File: src/scl_pkg.sv
// Shared types, constants and a helper function of the serial command line decoder.
`timescale 1ns / 1ps

package scl_pkg;

    localparam int BUFFER_LEN_DEF = 30;

    typedef enum logic [2:0] {
        CMD_NONE,
        CMD_WEIGHT,
        CMD_FIRST_MEAL,
        CMD_SECOND_MEAL,
        CMD_SHOW_CONFIG
    } scl_cmd_t;

    typedef enum logic [1:0] {
        PH_SKIP,
        PH_SIGN,
        PH_DIGITS,
        PH_DONE
    } scl_phase_t;

    localparam logic [7:0] CH_NUL   = 8'd0;
    localparam logic [7:0] CH_TAB   = 8'd9;
    localparam logic [7:0] CH_LF    = 8'd10;
    localparam logic [7:0] CH_VT    = 8'd11;
    localparam logic [7:0] CH_FF    = 8'd12;
    localparam logic [7:0] CH_CR    = 8'd13;
    localparam logic [7:0] CH_SPACE = 8'd32;
    localparam logic [7:0] CH_PLUS  = 8'd43;
    localparam logic [7:0] CH_MINUS = 8'd45;
    localparam logic [7:0] CH_ZERO  = 8'd48;
    localparam logic [7:0] CH_NINE  = 8'd57;

    // Prefix texts, first character in element 0; the padding is never compared.
    localparam logic [0:3][0:15][7:0] PFX_TEXT = '{
        "Peso:           ",
        "Primera Comida: ",
        "Segunda Comida: ",
        "Mostrar Config  "
    };
    localparam logic [0:3][3:0] PFX_LEN = '{4'd5, 4'd15, 4'd15, 4'd14};

    // Magnitude saturation point 2^31, split into hundreds and remainder.
    localparam logic [31:0] MAG_CAP     = 32'h8000_0000;
    localparam logic [31:0] POS_MAX     = 32'h7FFF_FFFF;
    localparam logic [24:0] CAP_QUO     = 25'd21474836;
    localparam logic [6:0]  CAP_REM     = 7'd48;
    localparam logic [6:0]  POS_MAX_REM = 7'd47;

    // Number as it stands at the end of a line.
    typedef struct packed {
        logic        negative;
        logic        at_cap;
        logic [31:0] magnitude;
        logic [24:0] quotient;
        logic [6:0]  remainder;
    } scl_num_t;

    // Hundreds digit of a value below 1000.
    function automatic logic [3:0] hundreds(input logic [9:0] v);
        logic [3:0] h;
        h = 4'd0;
        for (int i = 1; i < 10; i++) begin
            if (v >= 10'(i * 100)) begin
                h = 4'(i);
            end
        end
        return h;
    endfunction

endpackage

File: src/scl_scan.sv
// Line scanner: prefix matching and incremental decimal reader.
`timescale 1ns / 1ps

module scl_scan #(
    parameter int BUFFER_LEN = scl_pkg::BUFFER_LEN_DEF
) (
    input  logic              aclk,
    input  logic              aresetn,
    input  logic              take,
    input  logic [7:0]        rx_byte,
    output scl_pkg::scl_cmd_t line_cmd,
    output scl_pkg::scl_num_t num
);
    import scl_pkg::*;

    localparam int POS_W = $clog2(BUFFER_LEN);
    localparam logic [POS_W-1:0] POS_LAST = POS_W'(BUFFER_LEN - 1);

    logic [POS_W-1:0] pos_reg, pos_next;
    logic [3:0]       alive_reg, alive_next;
    scl_phase_t       phase_reg, phase_next;
    logic             neg_reg, neg_next;
    logic             ended_reg, ended_next;
    logic [31:0]      mag_reg, mag_next;
    logic [24:0]      quo_reg, quo_next;
    logic [6:0]       rem_reg, rem_next;

    logic             is_eol, is_digit, is_ws, is_sign;
    logic [3:0]       past_pfx, hit;
    logic             step, feed;
    logic [3:0]       digit;
    logic [35:0]      mag_ext, mag_prod;
    logic [9:0]       rem_ext, rem_prod, rem_sub;
    logic [3:0]       carry;
    logic [27:0]      quo_ext, quo_prod;
    logic             over;

    assign is_eol   = (rx_byte == CH_LF) || (rx_byte == CH_CR);
    assign is_digit = (rx_byte >= CH_ZERO) && (rx_byte <= CH_NINE);
    assign is_ws    = (rx_byte == CH_SPACE) || (rx_byte == CH_TAB) ||
                      (rx_byte == CH_VT) || (rx_byte == CH_FF);
    assign is_sign  = (rx_byte == CH_PLUS) || (rx_byte == CH_MINUS);

    always_comb begin
        for (int k = 0; k < 4; k++) begin
            past_pfx[k] = pos_reg >= {{(POS_W - 4){1'b0}}, PFX_LEN[k]};
            hit[k]      = alive_reg[k] && past_pfx[k];
        end
    end

    assign step = take && !is_eol && (pos_reg < POS_LAST);
    assign feed = step && (hit[0] || hit[1] || hit[2]) && !ended_reg &&
                  (phase_reg != PH_DONE);

    // Keep the number as magnitude and also as magnitude/100 and magnitude%100,
    // so that the line end needs no divider.
    assign digit    = 4'(rx_byte - CH_ZERO);
    assign mag_ext  = {4'b0, mag_reg};
    assign mag_prod = (mag_ext << 3) + (mag_ext << 1) + {32'b0, digit};
    assign over     = mag_prod > {4'b0, MAG_CAP};
    assign rem_ext  = {3'b0, rem_reg};
    assign rem_prod = (rem_ext << 3) + (rem_ext << 1) + {6'b0, digit};
    assign carry    = hundreds(rem_prod);
    assign rem_sub  = rem_prod - 10'({6'b0, carry} * 10'd100);
    assign quo_ext  = {3'b0, quo_reg};
    assign quo_prod = (quo_ext << 3) + (quo_ext << 1) + {24'b0, carry};

    always_comb begin
        for (int k = 3; k >= 0; k--) begin
            if (k == 3) begin
                line_cmd = hit[k] ? CMD_SHOW_CONFIG : CMD_NONE;
            end else if (hit[k]) begin
                line_cmd = (k == 0) ? CMD_WEIGHT :
                           (k == 1) ? CMD_FIRST_MEAL : CMD_SECOND_MEAL;
            end
        end
    end

    assign num = '{negative:  neg_reg,
                   at_cap:    mag_reg == MAG_CAP,
                   magnitude: mag_reg,
                   quotient:  quo_reg,
                   remainder: rem_reg};

    // Reader phase.
    always_comb begin
        phase_next = phase_reg;
        if (take && is_eol) begin
            phase_next = PH_SKIP;
        end else if (feed && rx_byte != CH_NUL) begin
            if (is_digit) begin
                phase_next = PH_DIGITS;
            end else if (phase_reg == PH_SKIP && is_ws) begin
                phase_next = PH_SKIP;
            end else if (phase_reg == PH_SKIP && is_sign) begin
                phase_next = PH_SIGN;
            end else begin
                phase_next = PH_DONE;
            end
        end
    end

    // Line position, prefix candidates and number value.
    always_comb begin
        pos_next   = pos_reg;
        alive_next = alive_reg;
        neg_next   = neg_reg;
        ended_next = ended_reg;
        mag_next   = mag_reg;
        quo_next   = quo_reg;
        rem_next   = rem_reg;
        if (take && is_eol) begin
            pos_next   = '0;
            alive_next = 4'hF;
            neg_next   = 1'b0;
            ended_next = 1'b0;
            mag_next   = '0;
            quo_next   = '0;
            rem_next   = '0;
        end else if (step) begin
            pos_next = pos_reg + 1'b1;
            for (int k = 0; k < 4; k++) begin
                if (!past_pfx[k] && rx_byte != PFX_TEXT[k][pos_reg[3:0]]) begin
                    alive_next[k] = 1'b0;
                end
            end
            if (feed) begin
                if (rx_byte == CH_NUL) begin
                    ended_next = 1'b1;
                end else if (is_digit) begin
                    if (over) begin
                        mag_next = MAG_CAP;
                        quo_next = CAP_QUO;
                        rem_next = CAP_REM;
                    end else begin
                        mag_next = mag_prod[31:0];
                        quo_next = quo_prod[24:0];
                        rem_next = rem_sub[6:0];
                    end
                end else if (phase_reg == PH_SKIP && is_sign) begin
                    neg_next = (rx_byte == CH_MINUS);
                end
            end
        end
    end

    always_ff @(posedge aclk) begin
        if (!aresetn) begin
            pos_reg   <= '0;
            alive_reg <= 4'hF;
            phase_reg <= PH_SKIP;
            neg_reg   <= 1'b0;
            ended_reg <= 1'b0;
            mag_reg   <= '0;
            quo_reg   <= '0;
            rem_reg   <= '0;
        end else begin
            pos_reg   <= pos_next;
            alive_reg <= alive_next;
            phase_reg <= phase_next;
            neg_reg   <= neg_next;
            ended_reg <= ended_next;
            mag_reg   <= mag_next;
            quo_reg   <= quo_next;
            rem_reg   <= rem_next;
        end
    end

endmodule

File: src/scl_store.sv
// Settings store; also the result register of the decoder.
`timescale 1ns / 1ps

module scl_store (
    input  logic                aclk,
    input  logic                aresetn,
    input  logic                take,
    input  scl_pkg::scl_cmd_t   line_cmd,
    input  scl_pkg::scl_num_t   num,
    output scl_pkg::scl_cmd_t   command,
    output logic signed [31:0]  weight_setting,
    output logic signed [25:0]  first_meal_hour,
    output logic signed [7:0]   first_meal_minute,
    output logic signed [25:0]  second_meal_hour,
    output logic signed [7:0]   second_meal_minute
);
    import scl_pkg::*;

    scl_cmd_t           cmd_reg;
    logic signed [31:0] weight_reg, weight_val;
    logic signed [25:0] fh_reg, sh_reg, hour_val;
    logic signed [7:0]  fm_reg, sm_reg, minute_val;

    // Truncation toward zero: the quotient and remainder of a negative number
    // are those of its magnitude, negated.
    always_comb begin
        if (num.negative) begin
            weight_val = -$signed(num.magnitude);
            hour_val   = -$signed({1'b0, num.quotient});
            minute_val = -$signed({1'b0, num.remainder});
        end else begin
            weight_val = num.at_cap ? $signed(POS_MAX) : $signed(num.magnitude);
            hour_val   = $signed({1'b0, num.quotient});
            minute_val = num.at_cap ? $signed({1'b0, POS_MAX_REM})
                                    : $signed({1'b0, num.remainder});
        end
    end

    always_ff @(posedge aclk) begin
        if (!aresetn) begin
            cmd_reg    <= CMD_NONE;
            weight_reg <= '1;
            fh_reg     <= '1;
            fm_reg     <= '1;
            sh_reg     <= '1;
            sm_reg     <= '1;
        end else if (take) begin
            cmd_reg <= line_cmd;
            unique case (line_cmd)
                CMD_WEIGHT: begin
                    weight_reg <= weight_val;
                end
                CMD_FIRST_MEAL: begin
                    fh_reg <= hour_val;
                    fm_reg <= minute_val;
                end
                CMD_SECOND_MEAL: begin
                    sh_reg <= hour_val;
                    sm_reg <= minute_val;
                end
                default: begin
                end
            endcase
        end
    end

    assign command            = cmd_reg;
    assign weight_setting     = weight_reg;
    assign first_meal_hour    = fh_reg;
    assign first_meal_minute  = fm_reg;
    assign second_meal_hour   = sh_reg;
    assign second_meal_minute = sm_reg;

endmodule

File: src/serial_command_line_decoder.sv
// Serial command line decoder: one received byte per word in, one result per line end out.
`timescale 1ns / 1ps

// Takes one received byte per clock cycle while no line end waits. Each byte
// goes into an input register and is scanned from there: prefix compare and one
// decimal digit step, both kept as running values so the line end needs no
// divider. A line feed or carriage return, once consumed, produces one registered
// result word, carrying the command kind and all stored settings.
// Ordinary bytes never wait; a line-end byte waits in the input register only
// while the previous result has not been taken, so the sustained rate is one
// byte per cycle as long as the result side keeps up.
module serial_command_line_decoder #(
    parameter int BUFFER_LEN = scl_pkg::BUFFER_LEN_DEF
) (
    input  logic         aclk,
    input  logic         aresetn,
    input  logic         s_tvalid,
    output logic         s_tready,
    input  logic [7:0]   s_tdata,   // [7:0] rx_byte
    output logic         m_tvalid,
    input  logic         m_tready,
    // [2:0] command, [34:3] weight_setting, [60:35] first_meal_hour,
    // [68:61] first_meal_minute, [94:69] second_meal_hour,
    // [102:95] second_meal_minute, [103] zero
    output logic [103:0] m_tdata
);
    import scl_pkg::*;

    logic       in_valid_reg, in_valid_next;
    logic [7:0] in_byte_reg;
    logic       out_valid_reg, out_valid_next;
    logic       in_eol, out_free, consume, eol_take;

    scl_cmd_t           line_cmd, command;
    scl_num_t           num;
    logic signed [31:0] weight_setting;
    logic signed [25:0] first_meal_hour, second_meal_hour;
    logic signed [7:0]  first_meal_minute, second_meal_minute;

    assign in_eol   = (in_byte_reg == CH_LF) || (in_byte_reg == CH_CR);
    assign out_free = !out_valid_reg || m_tready;
    assign consume  = in_valid_reg && (!in_eol || out_free);
    assign eol_take = consume && in_eol;
    assign s_tready = !in_valid_reg || consume;

    always_comb begin
        in_valid_next = in_valid_reg;
        if (s_tvalid && s_tready) begin
            in_valid_next = 1'b1;
        end else if (consume) begin
            in_valid_next = 1'b0;
        end
        out_valid_next = out_valid_reg;
        if (eol_take) begin
            out_valid_next = 1'b1;
        end else if (m_tready) begin
            out_valid_next = 1'b0;
        end
    end

    always_ff @(posedge aclk) begin
        if (!aresetn) begin
            in_valid_reg  <= 1'b0;
            out_valid_reg <= 1'b0;
        end else begin
            in_valid_reg  <= in_valid_next;
            out_valid_reg <= out_valid_next;
        end
    end

    always_ff @(posedge aclk) begin
        if (s_tvalid && s_tready) begin
            in_byte_reg <= s_tdata;
        end
    end

    scl_scan #(
        .BUFFER_LEN(BUFFER_LEN)
    ) u_scan (
        .aclk    (aclk),
        .aresetn (aresetn),
        .take    (consume),
        .rx_byte (in_byte_reg),
        .line_cmd(line_cmd),
        .num     (num)
    );

    scl_store u_store (
        .aclk              (aclk),
        .aresetn           (aresetn),
        .take              (eol_take),
        .line_cmd          (line_cmd),
        .num               (num),
        .command           (command),
        .weight_setting    (weight_setting),
        .first_meal_hour   (first_meal_hour),
        .first_meal_minute (first_meal_minute),
        .second_meal_hour  (second_meal_hour),
        .second_meal_minute(second_meal_minute)
    );

    assign m_tvalid = out_valid_reg;
    assign m_tdata  = {1'b0, second_meal_minute, second_meal_hour, first_meal_minute,
                       first_meal_hour, weight_setting, command};

    // A result word appears only after a line-end byte was consumed.
    a_result_from_eol: assert property (@(posedge aclk) disable iff (!aresetn)
        $rose(m_tvalid) |-> $past(eol_take))
        else $error("result word without a consumed line end");

    // Bytes other than line ends never stall in the input register.
    a_plain_byte_flows: assert property (@(posedge aclk) disable iff (!aresetn)
        (in_valid_reg && !in_eol) |-> consume)
        else $error("ordinary byte stalled");

    // A waiting line end holds its byte until it can be consumed.
    a_eol_waits: assert property (@(posedge aclk) disable iff (!aresetn)
        (in_valid_reg && !consume) |=> (in_valid_reg && $stable(in_byte_reg)))
        else $error("pending line end lost");

    // The settings only change when a line end is consumed.
    a_settings_hold: assert property (@(posedge aclk) disable iff (!aresetn)
        !eol_take |=> $stable(m_tdata))
        else $error("settings changed without a line end");

endmodule
File: config.mk
export PLATFORM = sky130hd
export DESIGN_NAME = serial_command_line_decoder
export DESIGN_NICKNAME = d
export VERILOG_FILES = /design/src/scl_pkg.sv /design/src/scl_scan.sv /design/src/scl_store.sv /design/src/serial_command_line_decoder.sv
export SDC_FILE = /design/constraint.sdc
export NUM_CORES = 1
export LEC_CHECK = 0
export ABC_CLOCK_PERIOD_IN_PS = 14300
export BUFFER_PORTS_ARGS = -buffer_cell sky130_fd_sc_hd__buf_2
export CAP_MARGIN = 30
export CELL_PAD_IN_SITES_DETAIL_PLACEMENT = 1
export CELL_PAD_IN_SITES_GLOBAL_PLACEMENT = 1
export CORE_MARGIN = 2
export CORE_UTILIZATION = 50
export CTS_CLUSTER_SIZE = 25
export DETAILED_ROUTE_END_ITERATION = 8
export PLACE_DENSITY = 0.94
export SYNTH_ARGS = -nofsm -noshare
export SYNTH_HDL_FRONTEND = slang
export SYNTH_SLANG_ARGS = --single-unit
export TNS_END_PERCENT = 5
File: constraint.sdc
create_clock -name aclk -period 14.3 [get_ports aclk]
set_input_delay 2.145 -clock aclk [delete_from_list [all_inputs] [get_ports aclk]]
set_output_delay 2.145 -clock aclk [all_outputs]
set_load 0.02 [all_outputs]
==> key figures, run 1 <==
STA
  • Final Hold Vio Count: 0
  • Rel. slew slack: 0.349
  • Layout Skew: 0.0184 ns
  • Setup_tns: 0 ns
  • RSZ-0062 raised after global routing: no
  • Slew Viols, Final: 0
  • Slew @ Worst Pin: 0.976 ns
  • Crit share post-route: 0.499
  • WHS: 0.484 ns
  • Fmax: 140 MHz
  • Final setup fails: 0
  • Fin worst setup slack: 7.17 ns
  • Post-layout min period: 7.13 ns

Die
  • Initial Utilization: 0.506
  • Die Area: 28400 µm²
  • Die Y: 168 µm
  • Core area: 26700 µm²
  • # IOs: 118
  • Rows: 60
  • Die width: 168 µm

Global routing
  • Vias in the first global route: 14.0k
  • GRT Residual Overflow: 0
  • First-pass GRT wire length: 76200 µm
  • Initial antenna violation count: 0
  • Largest net degree at the start of global routing: 105
  • Overall Global Routing Usage: 0.330

Logic synthesis
  • Yosys top cell by area: dfxtp_1
  • Synth area leaders: dfxtp_1 27%, ha_1 12%, nand2_1 5.3%
  • Mapped cell area: 13500 µm²
  • Register area share after synthesis: 0.284
  • Ys flop type: dfxtp_1
  • Post-synth EDFFs: 8
  • Top cell type's share of synthesized area: 0.266
  • Cells after synthesis: 1645
  • #FFs+latches synth: 188
  • Async SR Flop Fraction: 0
  • Post-synthesis net count: 1794
  • Avg Cell Area, Syn: 8.22 µm²
  • Synth warnings: 0
  • Yosys cell types: 88

Place
  • Placed Cells: 2019
  • RD Place Congestion: 0.908
  • DP HPWL: 32400 µm
  • Place WS: 7.74 ns
  • Port bufs: 116

Cells and area
  • Most common cell after layout, fill and taps aside: nand2_1
  • Final core occ: 0.557
  • Area Overhead vs Synth: 10.1%
  • Nets: 1847
  • Most frequent cells in the layout: 190 x nand2_1, 179 x dfxtp_1, 130 x ha_1, 115 x buf_2, 114 x nor2_1
  • Max reg flops: 32
  • Finished Layout Cells: 2052
  • Share of post-route cells with drive strength above 1: 0.112
  • Fillers: 3211
  • N_diodes: 0

Critical path
  • CP cell instances: ha_1 -> ha_1 -> inv_1 -> fa_1 -> nor2b_1 -> o31a_1 -> o21a_1 -> o22ai_1 -> a211oi_1 -> a21oi_1 -> a22oi_1 -> inv_1 -> ha_1 -> ha_1 -> a211oi_1 -> o21a_1 -> nor4_1 -> o31ai_1 -> a21boi_0 -> o311ai_0 -> a31oi_1 -> xnor2_1 -> or3_1 -> a21oi_1
  • Top Family by Delay on Critical Path: compound AO/OA/AOI/OAI gates
  • Critical path class: reg -> reg
  • Stages on worst setup path: 24
  • Critical Path Most Common Cell: ha_1
  • Crit path launch type: flop
  • Worst Reg2Reg Path Length in Cells: 24
  • Critical Path Start: in_byte_reg[2]
  • R2R Path End: u_scan.quo_reg[23]
  • Worst setup EP type: flop
  • Launching point of the worst reg2reg path: in_byte_reg[2]
  • End of the critical path: u_scan.quo_reg[23]
  • CP peak stage delay: 0.65 ns
  • WP buf/inv: 2
  • Worst R2R Setup Slack: 7.17 ns
  • Max FO, Critical Path: 14
  • WP data arrival: 7.53 ns
  • Critical-path top delay cell: edfxtp_1
  • Critical Path RT: 14.69 ns

Hold path
  • HP Class: reg -> reg

Run
  • Maxcap violations: 0

Pwr
  • Maximum VDD drop: 0.0000757 V
  • Clock group share of total power: 0.455
  • Internal Power: 0.792 mW
  • Power per cell area: 74.1 nW/µm²
  • Sequential fraction of design power: 0.491
  • Sw frac: 0.282
  • Static Leak: 6.79 nW
  • Gate power share: 0.054
  • NetSw: 0.311 mW

Clock network
  • Clk sinks: 188
  • Root Buffer: clkbuf_16
  • Post_cts resized: 0
  • CTS tree: built
  • Clock tree buffer depth: 2
  • Cts hold-fix bufs: 0
  • Clk slew on worst S/H paths: 0.09 ns
  • CTS HTree Levels: 4
  • Clock buffer count from CTS: 17
  • Clk_lat worst skew: 0.46 ns
  • # Post-CTS Setup Buffers: 0

Detailed routing
  • DRC errors left: 0
  • Vias: 13.8k
  • WL/cell: 23.2 µm
  • DRT Wirelength: 47600 µm
  • Drt pass-1 iters: 6
  • Antenna-violating nets left: 0
  • Starting DRC count in detailed routing: 1191
  • DR vias/cell: 6.72

Run status
  • Status: finished clean
==> cells in the mapped netlist (9+ instances only) <==
cell type    n
ha_1       130
o22ai_1     11
clkbuf_1    82
nand2b_1    17
a211oi_1    23
nor4_1      17
a32o_1      32
o21ai_0     93
nand2_1    190
or3_1       20
nand3_1     30
nor3_1      51
nand4_1     15
o31ai_1     22
o21a_1      15
a21o_1      29
xnor2_1     73
a21oi_1     96
a22o_1      13
and2_1      11
a31oi_1     16
dfxtp_1    180
xor2_1      44
and3_1      11
nor3b_1      9
nor2_1     115
or4_1       11
o211ai_1    77
inv_1       44
==> layer usage <==
metal | track usage | part of all wire | up-vias
li1 | - | - | 6224
met1 | 0.424 | 0.43 | 6868
met2 | 0.556 | 0.48 | 539
met3 | 0.0461 | 0.055 | 152
met4 | 0.141 | 0.039 | 0
met5 | 0 | 0 | -
==> worst min path at each step <==
stage                                 end  cells after the start  slack, ns                  startpoint
2_1_floorplan         u_scan.alive_reg[2]                      2       0.43         u_scan.alive_reg[2]
3_3_place_gp          u_scan.alive_reg[2]                      2       0.44         u_scan.alive_reg[2]
3_5_place_dp   u_store.weight_setting[16]                      2       0.45  u_store.weight_setting[16]
4_1_cts               u_scan.alive_reg[0]                      2       0.48         u_scan.alive_reg[0]
5_1_grt        u_store.weight_setting[17]                      2       0.50  u_store.weight_setting[17]
6_report       u_store.weight_setting[16]                      2       0.48  u_store.weight_setting[16]
==> worst register-to-register path: stages (launching register included) <==
cell and delay [ns]:
edfxtp_1 0.65, ha_1 0.43, ha_1 0.29, inv_1 0.13, fa_1 0.45, nor2b_1 0.17, o31a_1 0.22, o21a_1 0.21
o22ai_1 0.19, a211oi_1 0.39, a21oi_1 0.09, a22oi_1 0.42, inv_1 0.09, ha_1 0.20, ha_1 0.24, a211oi_1 0.51
o21a_1 0.24, nor4_1 0.07, o31ai_1 0.38, a21boi_0 0.27, o311ai_0 0.60, a31oi_1 0.23, xnor2_1 0.18, or3_1 0.30
a21oi_1 0.13
==> through the flow <==
step	power, mW	instance area (µm²)
after global routing	1.13	14900
after CTS	1.10	14900
after detailed placement	0.608	14200
final	1.10	14900
after global placement	0.605	14200
after floorplan	0.591	13500
==> kinds of logic (layout without fill, tap and decap cells) <==
family / after synthesis / in the layout / synth area share
and+or+nand+nor: 538 / 538 / 0.194
buffers and inverters: 141 / 207 / 0.0432
xor gates and xnor gates: 117 / 117 / 0.0758
AOI/OAI and AO/OA: 513 / 513 / 0.265
DFF: 188 / 188 / 0.284
muxes: 9 / 9 / 0.00675
other: 1 / 1 / 0.000277
adders and majority gates: 138 / 138 / 0.131
==> power groups by stage <==
stage | logic (mW) | registers [mW] | clock network (mW)
after floorplan | 0.0450 | 0.546 | 0
after global placement | 0.0522 | 0.552 | 0
after detailed placement | 0.0550 | 0.553 | 0
after CTS | 0.0573 | 0.541 | 0.501
after global routing | 0.0640 | 0.542 | 0.520
final | 0.0597 | 0.542 | 0.502
==> cell type report <==
| class | count | area, µm² | area share |
|---|---|---|---|
| sequential | 188 | 3840 | 0.258 |
| tap | 341 | 427 | 0.0287 |
| inverter | 45 | 169 | 0.0113 |
| clock buffer | 17 | 425 | 0.0286 |
| clock inverter | 15 | 193 | 0.0129 |
| timing repair buffer | 130 | 721 | 0.0484 |
| multi-input combinational | 1316 | 9110 | 0.612 |
No activity file was read; power rests on OpenSTA's default activity.
==> run 2, diff against run 1 <==
--- a/config.mk
+++ b/config.mk
@@ -5,16 +5,16 @@
 export SDC_FILE = /design/constraint.sdc
 export NUM_CORES = 1
 export LEC_CHECK = 0
-export ABC_CLOCK_PERIOD_IN_PS = 14300
+export ABC_CLOCK_PERIOD_IN_PS = 6250
 export BUFFER_PORTS_ARGS = -buffer_cell sky130_fd_sc_hd__buf_2
 export CAP_MARGIN = 30
 export CELL_PAD_IN_SITES_DETAIL_PLACEMENT = 1
 export CELL_PAD_IN_SITES_GLOBAL_PLACEMENT = 1
 export CORE_MARGIN = 2
-export CORE_UTILIZATION = 50
+export CORE_UTILIZATION = 42
 export CTS_CLUSTER_SIZE = 25
 export DETAILED_ROUTE_END_ITERATION = 8
-export PLACE_DENSITY = 0.94
+export PLACE_DENSITY = 0.85
 export SYNTH_ARGS = -nofsm -noshare
 export SYNTH_HDL_FRONTEND = slang
 export SYNTH_SLANG_ARGS = --single-unit
==> constraint.sdc (replaced) <==
create_clock -name aclk -period 6.25 [get_ports aclk]
set_input_delay 0.9375 -clock aclk [delete_from_list [all_inputs] [get_ports aclk]]
set_output_delay 0.9375 -clock aclk [all_outputs]
set_load 0.02 [all_outputs]
==> key figures, run 2 (synthesized netlist as in run 1, its figures left out) <==
Die
  • Rows: 65
  • Initial Utilization: 0.427
  • Die width: 183 µm
  • Die Y: 183 µm
  • # IOs: 118
  • Die Area: 33600 µm²
  • Core area: 31600 µm²

STA
  • Slew Viols, Final: 0
  • Final setup fails: 0
  • Crit share post-route: 0.942
  • Fmax: 170 MHz
  • Final Hold Vio Count: 0
  • Rel. slew slack: 0.338
  • Post-layout min period: 5.89 ns
  • Layout Skew: 0.00915 ns
  • Fin worst setup slack: 0.364 ns
  • WHS: 0.474 ns
  • Slew @ Worst Pin: 0.993 ns

Cells and area
  • Area Overhead vs Synth: 10.9%
  • Finished Layout Cells: 2115
  • Share of post-route cells with drive strength above 1: 0.119
  • N_diodes: 0
  • Fillers: 3829
  • Most frequent cells in the layout: 190 x nand2_1, 178 x dfxtp_1, 129 x ha_1, 115 x buf_2, 114 x nor2_1
  • Nets: 1850
  • Post-route cell area: 15000 µm²
  • Max reg flops: 32
  • Most common cell after layout, fill and taps aside: nand2_1

Critical path
  • Max FO, Critical Path: 7
  • WP data arrival: 6.22 ns
  • Critical Path RT: 6.58 ns
  • Crit path launch type: flop
  • Worst setup EP type: flop
  • Critical path class: reg -> reg

Pwr
  • Maximum VDD drop: 0.000185 V
  • Power per cell area: 165 nW/µm²
  • Static Leak: 6.79 nW
  • Power Total: 2.48 mW

Detailed routing
  • DRC errors left: 0
  • WL/cell: 20.2 µm
  • Antenna-violating nets left: 0
  • DRT Wirelength: 42800 µm
  • Drt pass-1 iters: 5
  • DR vias/cell: 6.20
  • Starting DRC count in detailed routing: 863
  • Vias: 13.1k

Clock network
  • Clock buffer count from CTS: 17
  • Clk_lat worst skew: 0.45 ns
  • Root Buffer: clkbuf_16
  • CTS HTree Levels: 4
  • CTS tree: built
  • Clk sinks: 188
  • Clock tree buffer depth: 2
  • Clk slew on worst S/H paths: 0.07 ns

Place
  • RD Place Congestion: 0.920
  • Port bufs: 116
  • Placed cell areas: 14400 µm²
  • DP HPWL: 31700 µm
  • Placed Cells: 2083
  • Place WS: 0.184 ns

Global routing
  • GRT Residual Overflow: 0
  • First-pass GRT wire length: 69400 µm
  • Vias in the first global route: 13.3k
  • Overall Global Routing Usage: 0.252
  • Largest net degree at the start of global routing: 108
  • Initial antenna violation count: 0

Run
  • Maxcap violations: 0

Run status
  • Status: finished clean

Hold path
  • HP Class: reg -> reg
run 2: cell count changes in the layout (fill, tap and decap cells not counted), sizes merged:
cell,before,now
buf,130,133
bufinv,0,2
clkinv,9,5
clkinvlp,0,2
inv,51,50
run 2: where the power goes:
group / leakage (nW) / switching, mW / internal [mW]
clock network: 0.284 / 0.514 / 0.597
logic: 4.97 / 0.0881 / 0.0500
registers: 1.53 / 0.0168 / 1.21
total: 6.79 / 0.619 / 1.86
run 2: worst paths after layout:
path	from	endpoint	slack, ns	depth (start not counted)
worst max-delay path	u_scan.rem_reg[2]	u_scan.quo_reg[24]	0.36	22
worst min register to register	u_scan.alive_reg[0]	u_scan.alive_reg[0]	0.47	2
worst max register to register	u_scan.rem_reg[2]	u_scan.quo_reg[24]	0.36	22
worst min-delay path	u_scan.alive_reg[0]	u_scan.alive_reg[0]	0.47	2
run 2: what timing repair did:
| item | in CTS | in global routing |
|---|---|---|
| setup endpoints to repair | 0 | 6 |
| setup buffers | 0 | 0 |
| hold buffers | 0 | 0 |
| resized for setup | 0 | 11 |
run 2: layout make-up:
| class | instances | area, µm² | share of cell area |
|---|---|---|---|
| multi-input combinational | 1316 | 9150 | 0.610 |
| sequential | 188 | 3850 | 0.256 |
| timing repair buffer | 133 | 748 | 0.0499 |
| tap | 402 | 503 | 0.0335 |
| clock buffer | 17 | 425 | 0.0284 |
| inverter | 45 | 169 | 0.0113 |
| clock inverter | 14 | 160 | 0.0107 |
run 2: per-stage QoR:
stage	util	setup TNS, ns
final	0.474	0
after global routing	0.474	-0.0587
after CTS	0.472	0
after detailed placement	0.454	0
after global placement	0.453	0
after floorplan	-	0
run 2: metal layers:
| metal | up-vias | GRT usage | share of wire |
|---|---|---|---|
| met5 | - | 0 | 0 |
| met4 | 0 | 0.0790 | 0.020 |
| met3 | 53 | 0.0309 | 0.038 |
| met2 | 293 | 0.423 | 0.48 |
| met1 | 6523 | 0.337 | 0.46 |
| li1 | 6244 | - | - |
run 2: critical path, cell delays in order (launching register included):
cell and delay [ns]:
dfxtp_1 0.47, fa_1 0.52, ha_1 0.34, a211oi_1 0.28, o21bai_1 0.14, a21oi_2 0.26, xor2_1 0.41, a211oi_2 0.12
a21oi_1 0.28, inv_1 0.09, ha_1 0.29, ha_1 0.24, fa_1 0.44, a211oi_2 0.24, o21ai_0 0.18, a31oi_1 0.25
o31ai_2 0.15, nor4_2 0.20, o31ai_1 0.15, o211a_1 0.26, a31oi_1 0.22, xnor2_1 0.15, a21oi_1 0.08
==> run 3, diff against run 2 <==
--- a/config.mk
+++ b/config.mk
@@ -14,7 +14,7 @@
 export CORE_UTILIZATION = 42
 export CTS_CLUSTER_SIZE = 25
 export DETAILED_ROUTE_END_ITERATION = 8
-export PLACE_DENSITY = 0.85
+export PLACE_DENSITY = 0.89
 export SYNTH_ARGS = -nofsm -noshare
 export SYNTH_HDL_FRONTEND = slang
 export SYNTH_SLANG_ARGS = --single-unit
==> key figures, run 3 (synthesized netlist as in run 1, its figures left out) <==
Pwr
  • Gate power share: 0.057
  • Sequential fraction of design power: 0.499
  • NetSw: 0.614 mW
  • Static Leak: 6.82 nW
  • Sw frac: 0.249
  • Power Total: 2.47 mW
  • Internal Power: 1.85 mW
  • Maximum VDD drop: 0.000198 V
  • Power per cell area: 164 nW/µm²
  • Clock group share of total power: 0.444

STA
  • Final Hold Vio Count: 0
  • Rel. slew slack: 0.350
  • Fin worst setup slack: 0.289 ns
  • Layout Skew: 0.00809 ns
  • Post-layout min period: 5.96 ns
  • Crit share post-route: 0.954
  • Slew Viols, Final: 0
  • Slew @ Worst Pin: 0.973 ns
  • Fmax: 168 MHz
  • Final setup fails: 0

Global routing
  • Vias in the first global route: 13.3k
  • Initial antenna violation count: 1
  • Largest net degree at the start of global routing: 107
  • First-pass GRT wire length: 69700 µm
  • GRT Residual Overflow: 0
  • Overall Global Routing Usage: 0.255

Cells and area
  • Area Overhead vs Synth: 11.2%
  • Nets: 1854
  • Share of post-route cells with drive strength above 1: 0.121
  • Most frequent cells in the layout: 190 x nand2_1, 178 x dfxtp_1, 130 x ha_1, 115 x buf_2, 114 x nor2_1
  • Max reg flops: 32
  • Final core occ: 0.475
  • Finished Layout Cells: 2119
  • Most common cell after layout, fill and taps aside: nand2_1
  • N_diodes: 0
  • Fillers: 3833

Detailed routing
  • WL/cell: 20.6 µm
  • DRT Wirelength: 43600 µm
  • Drt pass-1 iters: 6
  • Antenna-violating nets left: 0
  • DR vias/cell: 6.26
  • Vias: 13.3k
  • DRC errors left: 0
  • Starting DRC count in detailed routing: 877

Place
  • Placed Cells: 2086
  • RD Place Congestion: 0.905
  • DP HPWL: 31600 µm
  • Port bufs: 116
  • Place WS: 0.171 ns

Run status
  • Status: finished clean

Critical path
  • Critical Path Most Common Cell: ha_1
  • WP buf/inv: 2
  • Worst setup EP type: flop
  • Critical Path RT: 6.59 ns
  • CP peak stage delay: 0.45 ns
  • Top Family by Delay on Critical Path: compound AO/OA/AOI/OAI gates
  • WP data arrival: 6.30 ns
  • Crit path launch type: flop
  • Critical-path top delay cell: fa_1
  • Critical path class: reg -> reg
  • Max FO, Critical Path: 8

Die
  • Die width: 183 µm
  • Die Y: 183 µm
  • Initial Utilization: 0.427
  • # IOs: 118
  • Core area: 31600 µm²
  • Rows: 65
  • Die Area: 33600 µm²

Clock network
  • Clk slew on worst S/H paths: 0.07 ns
  • Clock buffer count from CTS: 17
  • Clk sinks: 188
  • CTS HTree Levels: 4
  • Clock tree buffer depth: 2
  • Clk_lat worst skew: 0.45 ns
  • Root Buffer: clkbuf_16
  • CTS tree: built
  • Cts hold-fix bufs: 0

Run
  • Maxcap violations: 0

Hold path
  • HP Class: reg -> reg
==> run 3: cell types whose count changed in the layout (fill, tap and decap cells not counted), sizes merged <==
cell      before  now
inv           50   49
clkinv         5    6
clkbuf        17   20
buf          133  137
clkinvlp       2    0
bufinv         2    1
==> run 3: path summary, 6_finish.rpt <==
kind	from	to	slack [ns]	depth (start not counted)
setup / recovery	u_scan.rem_reg[1]	u_scan.quo_reg[24]	0.29	25
setup reg to reg	u_scan.rem_reg[1]	u_scan.quo_reg[24]	0.29	25
hold reg to reg	u_store.weight_setting[17]	u_store.weight_setting[17]	0.46	2
hold / removal	u_store.weight_setting[17]	u_store.weight_setting[17]	0.46	2
==> run 3: layout make-up <==
cell class,count,area [µm²],share of cell area
timing repair buffer,137,790,0.0525
clock buffer,20,468,0.0311
inverter,45,169,0.0112
sequential,188,3850,0.256
clock inverter,11,106,0.00707
multi-input combinational,1316,9160,0.609
tap,402,503,0.0334
==> run 3: per-layer routing <==
| metal | share of wire | global-route usage |
|---|---|---|
| met5 | 0.00030 | 0 |
| met4 | 0.030 | 0.0915 |
| met3 | 0.042 | 0.0351 |
| met2 | 0.48 | 0.432 |
| met1 | 0.45 | 0.331 |
==> run 3: through the flow <==
step           TNS [ns]  cell area (µm²)  hold WS, ns
6_report              0            15000        0.462
3_3_place_gp          0            14300        0.443
2_1_floorplan         0            13500        0.426
3_5_place_dp          0            14400        0.452
4_1_cts               0            15000        0.464
5_1_grt          -0.149            15000        0.500
==> run 3: worst reg2reg max path: cells and delay by family, from the launching register on <==
kind	cells	cell delay [ns]
adder cells (fa/ha/maj)	6	2.05
AO/OA/AOI/OAI	13	2.62
XOR/XNOR	1	0.13
AND/OR/NAND/NOR	3	0.47
flip-flops	1	0.41
buffers and inverters	2	0.18
==> run 3: power groups by stage <==
stage	clock network, mW	registers [mW]	logic, mW
final	1.09	1.23	0.141
after global routing	1.15	1.23	0.153
after CTS	1.10	1.23	0.138
after detailed placement	0	1.26	0.136
after global placement	0	1.26	0.128
after floorplan	0	1.25	0.103
==> run 3: timing repair <==
action | CTS | global route
setup endpoints to repair | 1 | 9
pin swaps | 0 | 1
resized for setup | 2 | 10
setup buffers | 0 | 1
gates cloned | 0 | 0
